`config.mk`:
```
export PLATFORM = sky130hd
export DESIGN_NAME = telemetry_frame_encoder_unit
export DESIGN_NICKNAME = d
export VERILOG_FILES = /design/src/rtl/tfe_pkg.sv /design/src/rtl/telemetry_frame_encoder_unit.sv /design/src/rtl/tfe_front.sv /design/src/rtl/tfe_queue.sv /design/src/rtl/tfe_back.sv
export SDC_FILE = /design/constraint.sdc
export NUM_CORES = 1
export LEC_CHECK = 0
export ABC_CLOCK_PERIOD_IN_PS = 4200
export BUFFER_PORTS_ARGS = -buffer_cell sky130_fd_sc_hd__buf_2
export CORE_MARGIN = 2
export CORE_UTILIZATION = 54
export CTS_BUF_LIST = sky130_fd_sc_hd__clkbuf_8 sky130_fd_sc_hd__clkbuf_16
export DETAILED_ROUTE_END_ITERATION = 10
export GPL_TIMING_DRIVEN = 0
export PLACE_DENSITY = 0.75
export SLEW_MARGIN = 30
export SYNTH_ARGS = -nofsm -noshare
export SYNTH_HDL_FRONTEND = slang
export SYNTH_HIERARCHICAL = 1
export SYNTH_SLANG_ARGS = --single-unit
```
`constraint.sdc`:
```
create_clock -name i_clk -period 4.2 [get_ports i_clk]
set_input_delay 0.21 -clock i_clk [delete_from_list [all_inputs] [get_ports i_clk]]
set_output_delay 0.21 -clock i_clk [all_outputs]
set_load 0.05 [all_outputs]
```
`src/rtl/tfe_pkg.sv`:
```
// shared types and constants of the telemetry frame encoder
package tfe_pkg;

    // request codes, the fourth code carries no request
    typedef enum logic [1:0] {
        OP_HEADER = 2'd0,
        OP_DATA   = 2'd1,
        OP_EMPTY  = 2'd2
    } t_opcode;

    // configuration register indexes
    typedef enum logic [0:0] {
        CFG_DATA_FRAME_BYTE  = 1'b0,
        CFG_EMPTY_FRAME_BYTE = 1'b1
    } t_cfg_index;

    localparam logic [7:0] START_BYTE    = 8'h7E;
    localparam logic [7:0] ESCAPE_BYTE   = 8'h7D;
    localparam logic [7:0] ESCAPE_XOR    = 8'h20;
    localparam logic [7:0] DATA_KIND_RST = 8'd16;
    localparam logic [7:0] EMPTY_KIND_RST = 8'd0;

    // frame bytes before the checksum
    localparam int FrameBytes = 7;
    localparam int ByteIdxW   = 3;
    localparam logic [ByteIdxW-1:0] HDR_LAST_IDX = 3'd1;
    localparam logic [ByteIdxW-1:0] CSUM_IDX     = 3'd7;

    // queue between front and back, depth is a power of two
    localparam int QDepth = 2;
    localparam int QPtrW  = $clog2(QDepth);

    // one classified request
    typedef struct packed {
        logic                        hdr;
        logic [FrameBytes-1:0][7:0]  bytes;
    } t_frame;

    // back end sequencer states
    typedef enum logic [1:0] {
        S_IDLE,
        S_HDR,
        S_BODY,
        S_ESC
    } t_state;

endpackage

```
`src/rtl/telemetry_frame_encoder_unit.sv`:
```
// top level of the telemetry frame encoder
//
//  channel   direction  handshake                 payload
//  request   in         i_valid / o_stall         i_opcode i_sensor_id i_type_id i_value
//  byte      out        o_valid / i_stall         o_line_byte o_last
//  config    in         i_cfg_valid / o_cfg_ready i_cfg_index i_cfg_data
//
// one line byte per cycle while a frame is sent and i_stall is low; the single
// byte sequencer first loads each frame from the queue, then walks and stuffs
// its bytes: a header gives 2 line bytes, a data or empty frame 8 to 16.
// the two-entry queue lets the next requests be taken while a frame drains.
// synchronous active-low reset empties the queue and the output register and
// restores the kind bytes; a stall on the byte side holds the output register.
module telemetry_frame_encoder_unit
    import tfe_pkg::*;
(
    input  logic        i_clk,
    input  logic        i_rst_n,
    input  logic        i_valid,
    output logic        o_stall,
    input  logic [1:0]  i_opcode,
    input  logic [7:0]  i_sensor_id,
    input  logic [15:0] i_type_id,
    input  logic [31:0] i_value,
    output logic        o_valid,
    input  logic        i_stall,
    output logic [7:0]  o_line_byte,
    output logic        o_last,
    input  logic        i_cfg_valid,
    output logic        o_cfg_ready,
    input  logic [0:0]  i_cfg_index,
    input  logic [7:0]  i_cfg_data
);

    logic   q_full;
    logic   q_push;
    logic   q_pop;
    logic   q_nonempty;
    t_frame push_frame;
    t_frame head_frame;

    // intake and classification
    tfe_front u_front (
        .i_clk       (i_clk),
        .i_rst_n     (i_rst_n),
        .i_valid     (i_valid),
        .o_stall     (o_stall),
        .i_opcode    (i_opcode),
        .i_sensor_id (i_sensor_id),
        .i_type_id   (i_type_id),
        .i_value     (i_value),
        .i_cfg_valid (i_cfg_valid),
        .o_cfg_ready (o_cfg_ready),
        .i_cfg_index (i_cfg_index),
        .i_cfg_data  (i_cfg_data),
        .i_q_full    (q_full),
        .o_push      (q_push),
        .o_frame     (push_frame)
    );

    // frame queue
    tfe_queue u_queue (
        .i_clk      (i_clk),
        .i_rst_n    (i_rst_n),
        .i_push     (q_push),
        .i_frame    (push_frame),
        .o_full     (q_full),
        .i_pop      (q_pop),
        .o_nonempty (q_nonempty),
        .o_frame    (head_frame)
    );

    // byte sequencer
    tfe_back u_back (
        .i_clk        (i_clk),
        .i_rst_n      (i_rst_n),
        .i_q_nonempty (q_nonempty),
        .i_frame      (head_frame),
        .o_pop        (q_pop),
        .o_valid      (o_valid),
        .i_stall      (i_stall),
        .o_line_byte  (o_line_byte),
        .o_last       (o_last)
    );

endmodule

```
`src/rtl/tfe_front.sv`:
```
// request intake: configuration registers, classification and frame assembly
module tfe_front
    import tfe_pkg::*;
(
    input  logic        i_clk,
    input  logic        i_rst_n,
    input  logic        i_valid,
    output logic        o_stall,
    input  logic [1:0]  i_opcode,
    input  logic [7:0]  i_sensor_id,
    input  logic [15:0] i_type_id,
    input  logic [31:0] i_value,
    input  logic        i_cfg_valid,
    output logic        o_cfg_ready,
    input  logic [0:0]  i_cfg_index,
    input  logic [7:0]  i_cfg_data,
    input  logic        i_q_full,
    output logic        o_push,
    output t_frame      o_frame
);

    logic [7:0] r_data_kind;
    logic [7:0] r_empty_kind;
    logic       accept;

    // configuration registers
    always_ff @(posedge i_clk) begin
        if (!i_rst_n) begin
            r_data_kind  <= DATA_KIND_RST;
            r_empty_kind <= EMPTY_KIND_RST;
        end else if (i_cfg_valid) begin
            unique case (t_cfg_index'(i_cfg_index))
                CFG_DATA_FRAME_BYTE:  r_data_kind  <= i_cfg_data;
                CFG_EMPTY_FRAME_BYTE: r_empty_kind <= i_cfg_data;
                default: ;
            endcase
        end
    end

    assign o_cfg_ready = 1'b1;
    assign o_stall     = i_q_full;
    assign accept      = i_valid && !i_q_full;

    // classify the request and lay out its raw bytes
    always_comb begin
        o_push        = 1'b0;
        o_frame.hdr   = 1'b0;
        o_frame.bytes = '0;
        unique case (t_opcode'(i_opcode))
            OP_HEADER: begin
                o_push        = accept;
                o_frame.hdr   = 1'b1;
                o_frame.bytes = {40'd0, i_sensor_id, START_BYTE};
            end
            OP_DATA: begin
                o_push        = accept;
                o_frame.bytes = {i_value, i_type_id, r_data_kind};
            end
            OP_EMPTY: begin
                o_push        = accept;
                o_frame.bytes = {32'd0, i_type_id, r_empty_kind};
            end
            default: ;
        endcase
    end

endmodule

```
`src/rtl/tfe_queue.sv`:
```
// short frame queue between front and back
module tfe_queue
    import tfe_pkg::*;
(
    input  logic   i_clk,
    input  logic   i_rst_n,
    input  logic   i_push,
    input  t_frame i_frame,
    output logic   o_full,
    input  logic   i_pop,
    output logic   o_nonempty,
    output t_frame o_frame
);

    t_frame             r_mem [QDepth];
    logic [QPtrW-1:0]   r_wr_ptr;
    logic [QPtrW-1:0]   r_rd_ptr;
    logic [QPtrW:0]     r_count;

    assign o_full     = (r_count == (QPtrW+1)'(QDepth));
    assign o_nonempty = (r_count != '0);
    assign o_frame    = r_mem[r_rd_ptr];

    // storage
    always_ff @(posedge i_clk) begin
        if (i_push) begin
            r_mem[r_wr_ptr] <= i_frame;
        end
    end

    // pointers and fill count
    always_ff @(posedge i_clk) begin
        if (!i_rst_n) begin
            r_wr_ptr <= '0;
            r_rd_ptr <= '0;
            r_count  <= '0;
        end else begin
            if (i_push) begin
                r_wr_ptr <= r_wr_ptr + 1'b1;
            end
            if (i_pop) begin
                r_rd_ptr <= r_rd_ptr + 1'b1;
            end
            if (i_push && !i_pop) begin
                r_count <= r_count + 1'b1;
            end else if (i_pop && !i_push) begin
                r_count <= r_count - 1'b1;
            end
        end
    end

endmodule

```
`src/rtl/tfe_back.sv`:
```
// byte sequencer: stuffing, checksum and output register
module tfe_back
    import tfe_pkg::*;
(
    input  logic        i_clk,
    input  logic        i_rst_n,
    input  logic        i_q_nonempty,
    input  t_frame      i_frame,
    output logic        o_pop,
    output logic        o_valid,
    input  logic        i_stall,
    output logic [7:0]  o_line_byte,
    output logic        o_last
);

    t_state                r_state, n_state;
    t_frame                r_frame, n_frame;
    logic [ByteIdxW-1:0]   r_idx, n_idx;
    logic [7:0]            r_sum, n_sum;
    logic [7:0]            r_esc_byte, n_esc_byte;
    logic                  r_esc_last, n_esc_last;
    logic                  r_out_valid, n_out_valid;
    logic [7:0]            r_line_byte, n_line_byte;
    logic                  r_last, n_last;

    logic       adv;
    logic [7:0] cur_byte;
    logic       cur_is_csum;
    logic       cur_special;
    logic [8:0] sum_wide;

    assign adv         = !r_out_valid || !i_stall;
    assign cur_is_csum = (r_idx == CSUM_IDX);
    assign cur_byte    = cur_is_csum ? ~r_sum : r_frame.bytes[r_idx];
    assign cur_special = (cur_byte == START_BYTE) || (cur_byte == ESCAPE_BYTE);
    // end-around-carry add of the current byte
    assign sum_wide    = {1'b0, r_sum} + {1'b0, cur_byte};

    // next state
    always_comb begin
        n_state = r_state;
        unique case (r_state)
            S_IDLE: begin
                if (i_q_nonempty) begin
                    n_state = i_frame.hdr ? S_HDR : S_BODY;
                end
            end
            S_HDR: begin
                if (adv && r_idx == HDR_LAST_IDX) begin
                    n_state = S_IDLE;
                end
            end
            S_BODY: begin
                if (adv) begin
                    if (cur_special) begin
                        n_state = S_ESC;
                    end else if (cur_is_csum) begin
                        n_state = S_IDLE;
                    end
                end
            end
            S_ESC: begin
                if (adv) begin
                    n_state = r_esc_last ? S_IDLE : S_BODY;
                end
            end
            default: n_state = S_IDLE;
        endcase
    end

    // datapath and outputs
    always_comb begin
        o_pop       = 1'b0;
        n_frame     = r_frame;
        n_idx       = r_idx;
        n_sum       = r_sum;
        n_esc_byte  = r_esc_byte;
        n_esc_last  = r_esc_last;
        n_out_valid = adv ? 1'b0 : r_out_valid;
        n_line_byte = r_line_byte;
        n_last      = r_last;
        unique case (r_state)
            S_IDLE: begin
                if (i_q_nonempty) begin
                    o_pop   = 1'b1;
                    n_frame = i_frame;
                    n_idx   = '0;
                    n_sum   = '0;
                end
            end
            S_HDR: begin
                if (adv) begin
                    n_out_valid = 1'b1;
                    n_line_byte = r_frame.bytes[r_idx];
                    n_last      = (r_idx == HDR_LAST_IDX);
                    n_idx       = r_idx + 1'b1;
                end
            end
            S_BODY: begin
                if (adv) begin
                    n_out_valid = 1'b1;
                    n_idx       = r_idx + 1'b1;
                    n_sum       = sum_wide[7:0] + {7'd0, sum_wide[8]};
                    if (cur_special) begin
                        n_line_byte = ESCAPE_BYTE;
                        n_last      = 1'b0;
                        n_esc_byte  = cur_byte ^ ESCAPE_XOR;
                        n_esc_last  = cur_is_csum;
                    end else begin
                        n_line_byte = cur_byte;
                        n_last      = cur_is_csum;
                    end
                end
            end
            S_ESC: begin
                if (adv) begin
                    n_out_valid = 1'b1;
                    n_line_byte = r_esc_byte;
                    n_last      = r_esc_last;
                end
            end
            default: ;
        endcase
    end

    // control registers
    always_ff @(posedge i_clk) begin
        if (!i_rst_n) begin
            r_state     <= S_IDLE;
            r_out_valid <= 1'b0;
        end else begin
            r_state     <= n_state;
            r_out_valid <= n_out_valid;
        end
    end

    // payload registers
    always_ff @(posedge i_clk) begin
        r_frame     <= n_frame;
        r_idx       <= n_idx;
        r_sum       <= n_sum;
        r_esc_byte  <= n_esc_byte;
        r_esc_last  <= n_esc_last;
        r_line_byte <= n_line_byte;
        r_last      <= n_last;
    end

    assign o_valid     = r_out_valid;
    assign o_line_byte = r_line_byte;
    assign o_last      = r_last;

endmodule
```
**Yosys cells after proc, flatten, opt, wreduce, memory -nomap -nowiden**

Memory sizes are Yosys's and may differ from the RTL's. A register that Yosys moved wholly into a read port is not among the register bits.
Cells that the tools add are included.

- Logic and storage cells: 120
- Bits in writable memories: 114
- Register bits after elaboration: 108
- Input bits: 72
- Memories kept: 1

- Add/subtract/negate cells: 7
- Mux-type cells: 42
- Magnitude comparators: 1
- Bitwise gates (word level): 3
- Reductions and logical operators: 29
- Eq/ne operators: 17

Memory list:

| memory | words | width | rd ports | clocked after memory_dff | write ports | line | source |
|---|---|---|---|---|---|---|---|
| u_queue.r_mem | 2 | 57 | 1 | 1 | 1 | tfe_queue.sv:15 | `t_frame r_mem [QDepth];` |

Operators by type and width:

| kind | number |
|---|---|
| 56-bit one-hot mux with 3 select lines | 1 |
| 8-bit 2-to-1 mux | 8 |
| 8-bit binary-select mux with 3-bit select | 1 |
| 8-bit one-hot mux with 3 select lines | 1 |
| 2-bit 2-to-1 mux | 10 |
| 8-bit by 7-bit equality test with 1-bit output (second input constant) | 2 |
| 8-bit one-hot mux with 2 select lines | 1 |
| 1-bit 2-to-1 mux | 15 |
| 2-bit by 1-bit inequality test with 1-bit output (second input constant) | 5 |
| 8-bit by 8-bit adder with 9-bit output | 1 |
| 3-bit AND reduction | 3 |
| 8-bit by 1-bit adder with 8-bit output | 1 |
| 2-bit equality test (second input constant) | 4 |
| 8-bit NOT | 1 |
| 2-bit one-hot mux with 4 select lines | 1 |
| 2-bit nonzero test | 4 |
| 3-bit 2-to-1 mux | 2 |
| 3-bit one-hot mux with 2 select lines | 1 |
| 2-bit AND reduction | 3 |
| 3-bit OR reduction | 2 |
| 1-bit logical NOT | 5 |
| 5-bit AND reduction | 1 |
| 2-bit by 1-bit equality test with 1-bit output (second input constant) | 2 |
| 1-bit logical AND | 4 |
| other kinds (16) | 20 |

**Logic depth before layout (Yosys ltp)**

- Depth in word-level cells: 8
- Gate-level depth with buffers: 22

**Cells and area by module**

Netlist, hierarchy kept.

By module, submodules not included:

| module | cells an instance | area each (um2) | instances | sequential area each (um2) |
|---|---|---|---|---|
| tfe_queue | 199 | 4,337.9 | 1 | 3,523.4 |
| tfe_back | 325 | 4,315.4 | 1 | 2,612.5 |
| tfe_front | 173 | 1,236.2 | 1 | 320.3 |

**Worst setup path after synthesis**

No wires, ideal clock.

- Path type: reg2reg
- Start: reg u_back.r_idx[0]
- End: reg u_back.r_sum[7] (data pin)
- Path buffers: 2
- Arrival time: 4,016 ps
- Clock period less this slack: 4,159 ps
- Cell stages (with the launch flop): 18
- Required time: 4,058 ps
- Path slack: 41 ps
- Setup time: 142 ps
- Cells stage by stage: edfxtp_1 ha_1 ha_1 buf_2 inv_1 clkbuf_1 nor2_1 a41oi_2 inv_1 ha_1 fa_1 a21o_1 a21oi_1 o21ai_0 a221o_1 or4_1 a21o_1 a21oi_2

- Elaborated cells between the ends (all ways): 8
- Those cells by class: add/sub: 2; eq/ne: 1; mux: 5

RTL lines:

| item | line | source |
|---|---|---|
| start: declaration | tfe_back.sv:18 | `logic [ByteIdxW-1:0] r_idx, n_idx;` |
| start signal: assignment | tfe_back.sv:140 | `r_idx <= n_idx;` |
| 3-bit equality test | tfe_back.sv:33 | `assign cur_is_csum = (r_idx == CSUM_IDX);` |
| named net u_back.cur_is_csum | tfe_back.sv:28 | `logic cur_is_csum;` |
| 8-bit 2-to-1 mux | tfe_back.sv:34 | `assign cur_byte = cur_is_csum ? ~r_sum : r_frame.bytes[r_idx];` |
| named net u_back.cur_byte[0] | tfe_back.sv:27 | `logic [7:0] cur_byte;` |
| 8-bit by 8-bit adder with 9-bit output | tfe_back.sv:37 | `assign sum_wide = {1'b0, r_sum} + {1'b0, cur_byte};` |
| 8-bit by 1-bit adder with 8-bit output | tfe_back.sv:103 | `n_sum = sum_wide[7:0] + {7'd0, sum_wide[8]};` |
| 8-bit 2-to-1 mux | tfe_back.sv:100 | `if (adv) begin` |
| 8-bit one-hot mux with 2 select lines | tfe_back.sv:82 | `unique case (r_state)` |
| end signal: assignment | tfe_back.sv:141 | `r_sum <= n_sum;` |
| end: declaration | tfe_back.sv:19 | `logic [7:0] r_sum, n_sum;` |

The timed path passes the listed nets, and every way through them passes these cells. The select of a mux whose other input is x is not followed.
A chain may end at the register's enable or synchronous reset.

**Worst setup path after layout**

Same ends and word-level chain as after synthesis.

==> summary.txt <==
Place
  – Area post-placement: 10700 um^2
  – Hpwl dp: 13900 um
  – GPL Wtd Cong: 0.864
  – Port Buffers: 81

Clock network
  – CTS max path bufs: 3
  – H-tree depth: 1
  – Clock Latency Late Sink: 520 ps
  – Total CTS buffers: 23
  – CTS tree: built
  – Clock root cell: clkbuf_16
  – Clk slew on worst S/H paths: 60 ps
  – Clk sinks: 223

Synthesis
  – Number of synthesized register bits: 223
  – Syn Std Cell Area: 9890 um^2
  – Avg Synthesized Cell Area: 14.2 um^2
  – EDFF count, synth: 199
  – Fraction of registers with async set/reset: 0%
  – Post-Syn Instances: 697
  – Count of different cell masters after synthesis: 60
  – Sequential share of the synthesized area: 65.3%
  – Synth Flop Type: edfxtp_1
  – Syn nets: 789
  – Yosys warns: 6

Power and ir drop
  – Peak VDD IR: 0.736 mV
  – Switching power share of the total: 35.3%
  – Power Internal: 0.00581 W
  – Sequential share of power: 37.1%
  – PwrDens: 755 nW/um^2
  – Combinational Power Share: 39.4%
  – Clock power share: 23.4%
  – Leakage: 4.46 nW
  – P_sw: 0.00317 W

STA
  – Slew Limit Fails: 0
  – Relative slew slack: 46.1%
  – Final Hold Fails: 0
  – # setup viols final: 0
  – Tmin final: 4030 ps
  – Setup Skew: 7.95 ps
  – FMAX: 0.248 GHz
  – Final cycle utilization of the critical path: 96.0%
  – Setup total negative slack: 0 ps
  – Slew @ Worst Pin: 805 ps

Routing
  – Via density: 5.58
  – Drt drc: 0
  – Initial DRT Pass Iterations: 5
  – ANT nets after route: 0
  – Routed wire per std cell: 18.6 um
  – Met3 wire len: 945 um
  – Top Layer Used: met4
  – Vias: 6056
  – Met2 wire len: 10100 um
  – DR iter-0 viols: 403
  – Met1 WL: 8630 um
  – Post-Route WL: 20200 um

Final layout
  – Register area: 6460 um^2
  – Area of the multi-input gates: 3220 um^2
  – Nets: 932
  – Final instance area: 11900 um^2
  – Area Overhead vs Synth: 20.3%
  – Inserted Diodes: 0
  – Ratio of cells with drive above 1 in the final layout: 28.7%
  – Fillcell total: 1267

Global routing
  – Vias in the first global route: 6130
  – Largest net degree at the start of global routing: 41
  – Antenna violations before repair: 0
  – First-pass GRT wire length: 31700 um
  – Total track usage: 20.7%
  – Grt ovf: 0

Die
  – Die Span Y: 139 um
  – Die Wd: 139 um
  – Die area: 19400 um^2
  – Total core area: 18000 um^2
  – Rows: 49
  – Initial core utilization: 55.1%
  – I/O Pins: 84

Min path
  – Hold Crit Depth: 2
  – Worst Hold Class: in -> reg

Worst setup path
  – Critical path required time: 4450 ps
  – Worst r2r path cells: 21
  – Worst Path Max Fanout: 10
  – Startpoint Class: register
  – Crit path capture type: register
  – Worst EP arrival: 4280 ps
  – CP Class: reg -> reg
  – R2R Setup Slk: 170 ps

Status
  – Outcome: finished, final reports clean

Flow run
  – Number of max-cap violations: 0
kinds of logic (layout without fill, tap and decap cells):
logic type               Yosys count  count (layout)  synth area share (%)
AND/OR/NAND/NOR                  202             202                  10.7
adder cells (fa/ha/maj)           20              20                  2.61
XOR/XNOR                          11              11                  1.05
flip-flops                       223             223                  65.3
AO/OA/AOI/OAI                     99              99                  7.41
multiplexers                      91              91                  9.93
buffers and inverters             50             210                  2.96
other                              1               1                0.0379
flip-flops by register name, summed over array words and instances (netlist names), 2 cells and up, named ones only:
| signal | count |
|---|---|
| u_back/o_line_byte | 8 |
| u_front/r_empty_kind | 8 |
| u_queue/r_count | 2 |
| u_front/r_data_kind | 8 |
| u_back/r_esc_byte | 8 |
| u_back/r_frame | 56 |
| u_queue/r_mem | 114 |
| u_back/r_sum | 8 |
| u_back/r_idx | 3 |
| u_back/r_state | 2 |
per-layer routing:
layer | vias up | track usage (%)
met5 | - | 0
met4 | 0 | 5.58
met3 | 38 | 2.62
met2 | 170 | 36.2
met1 | 2978 | 27.5
li1 | 2870 | -
layout by cell type (no fill, tap or decap), drive strengths merged, types with 12 or more instances in the layout:
cell	count
a21boi	18
a21oi	12
and2	49
buf	116
clkbuf	30
dfxtp	24
dlygate4sd3	28
edfxtp	199
ha	19
inv	20
mux2	57
mux2i	34
nand2	62
nand3	18
nor2	24
nor2b	18
o21ai	16
path summary, 6_finish.rpt:
check / startpoint / end
worst max-delay path: u_back/r_idx[0]$_SDFFCE_PN0P_ / u_back/r_sum[7]$_SDFFCE_PN0P_
worst max register to register: u_back/r_idx[0]$_SDFFCE_PN0P_ / u_back/r_sum[7]$_SDFFCE_PN0P_
worst min register to register: u_front/r_data_kind[2]$_SDFFE_PN0P_ / u_front/r_data_kind[2]$_SDFFE_PN0P_
worst min-delay path: i_value[3] / u_queue/r_mem[1][27]$_DFFE_PP_
metrics by stage:
stage               hold WS (ps)  setup slack (ps)  total power (W)  util (%)  instances
CTS                         5.50              35.3          0.00889      65.8       1083
global placement             441             -1400          0.00658      58.9       1007
finish                      11.0               169          0.00898      66.2       1086
global route                5.01             -7.65          0.00947      66.2       1086
detailed placement           448              -425          0.00670      59.7       1012
floorplan                    328              41.3          0.00584         -        697
layout make-up:
| class | instances | share of cell area [%] |
|---|---|---|
| Tap cell | 229 | 2.41 |
| Sequential cell | 223 | 54.3 |
| Clock inverter | 19 | 1.83 |
| Clock buffer | 23 | 4.84 |
| Timing Repair Buffer | 118 | 7.05 |
| Multi-Input combinational cell | 424 | 27.0 |
| Buffer | 33 | 2.04 |
| Inverter | 17 | 0.536 |
power by group through the flow:
| stage | clock network (W) | registers, W | logic [W] |
|---|---|---|---|
| finish | 0.00210 | 0.00334 | 0.00354 |
| global route | 0.00222 | 0.00338 | 0.00387 |
| CTS | 0.00213 | 0.00334 | 0.00341 |
| detailed placement | 0 | 0.00338 | 0.00332 |
| global placement | 0 | 0.00340 | 0.00318 |
| floorplan | 0 | 0.00349 | 0.00235 |
critical path, stage by stage, from the launching register on:
cell and delay, ps:
edfxtp_1 410, ha_1 230, ha_1 190, clkbuf_4 200
inv_2 110, buf_8 150, a41oi_2 170, inv_2 110
ha_2 190, fa_2 210, a21o_1 120, a21oi_2 70
o21ai_2 140, a21oi_1 90, o21bai_1 210, ha_2 220
nand3_1 60, inv_1 110, nand3_2 120, or4_4 450
nand3_1 120, a21oi_2 50
synthesized netlist by cell type, types with 3 or more instances:
| cell type | n | area (um^2) |
|---|---|---|
| a21oi_1 | 11 | 55.1 |
| mux2_2 | 57 | 642 |
| a22oi_1 | 6 | 45.0 |
| nor2b_1 | 16 | 100 |
| xnor2_1 | 3 | 26.3 |
| o211ai_1 | 3 | 22.5 |
| dfxtp_1 | 24 | 480 |
| edfxtp_1 | 199 | 5980 |
| clkbuf_1 | 7 | 26.3 |
| o221ai_1 | 11 | 96.3 |
| nand3b_1 | 4 | 30.0 |
| mux2i_1 | 34 | 340 |
| o21ai_0 | 8 | 40.0 |
| nand2b_1 | 10 | 62.6 |
| a21boi_0 | 10 | 75.1 |
| a21o_1 | 8 | 60.1 |
| buf_6 | 8 | 90.1 |
| o21ai_1 | 8 | 40.0 |
| a221o_1 | 3 | 30.0 |
| a21boi_1 | 8 | 60.1 |
| a211oi_1 | 3 | 22.5 |
| buf_2 | 14 | 70.1 |
| nor2_1 | 23 | 86.3 |
| nor3_1 | 4 | 20.0 |
| inv_1 | 17 | 63.8 |
| xor2_1 | 7 | 61.3 |
| nand3_1 | 18 | 90.1 |
| buf_4 | 3 | 22.5 |
| and2_1 | 49 | 307 |
| ha_1 | 19 | 238 |
| nand2_1 | 62 | 233 |
timing repair:
action	in CTS	in global routing
gates resized for setup	8	15
endpoints found under the hold margin	55	0
hold buffers	28	0
endpoints found under the setup margin	8	4
pin swaps	0	7
setup buffers	1	3
No activity file was read; power rests on OpenSTA's default activity.
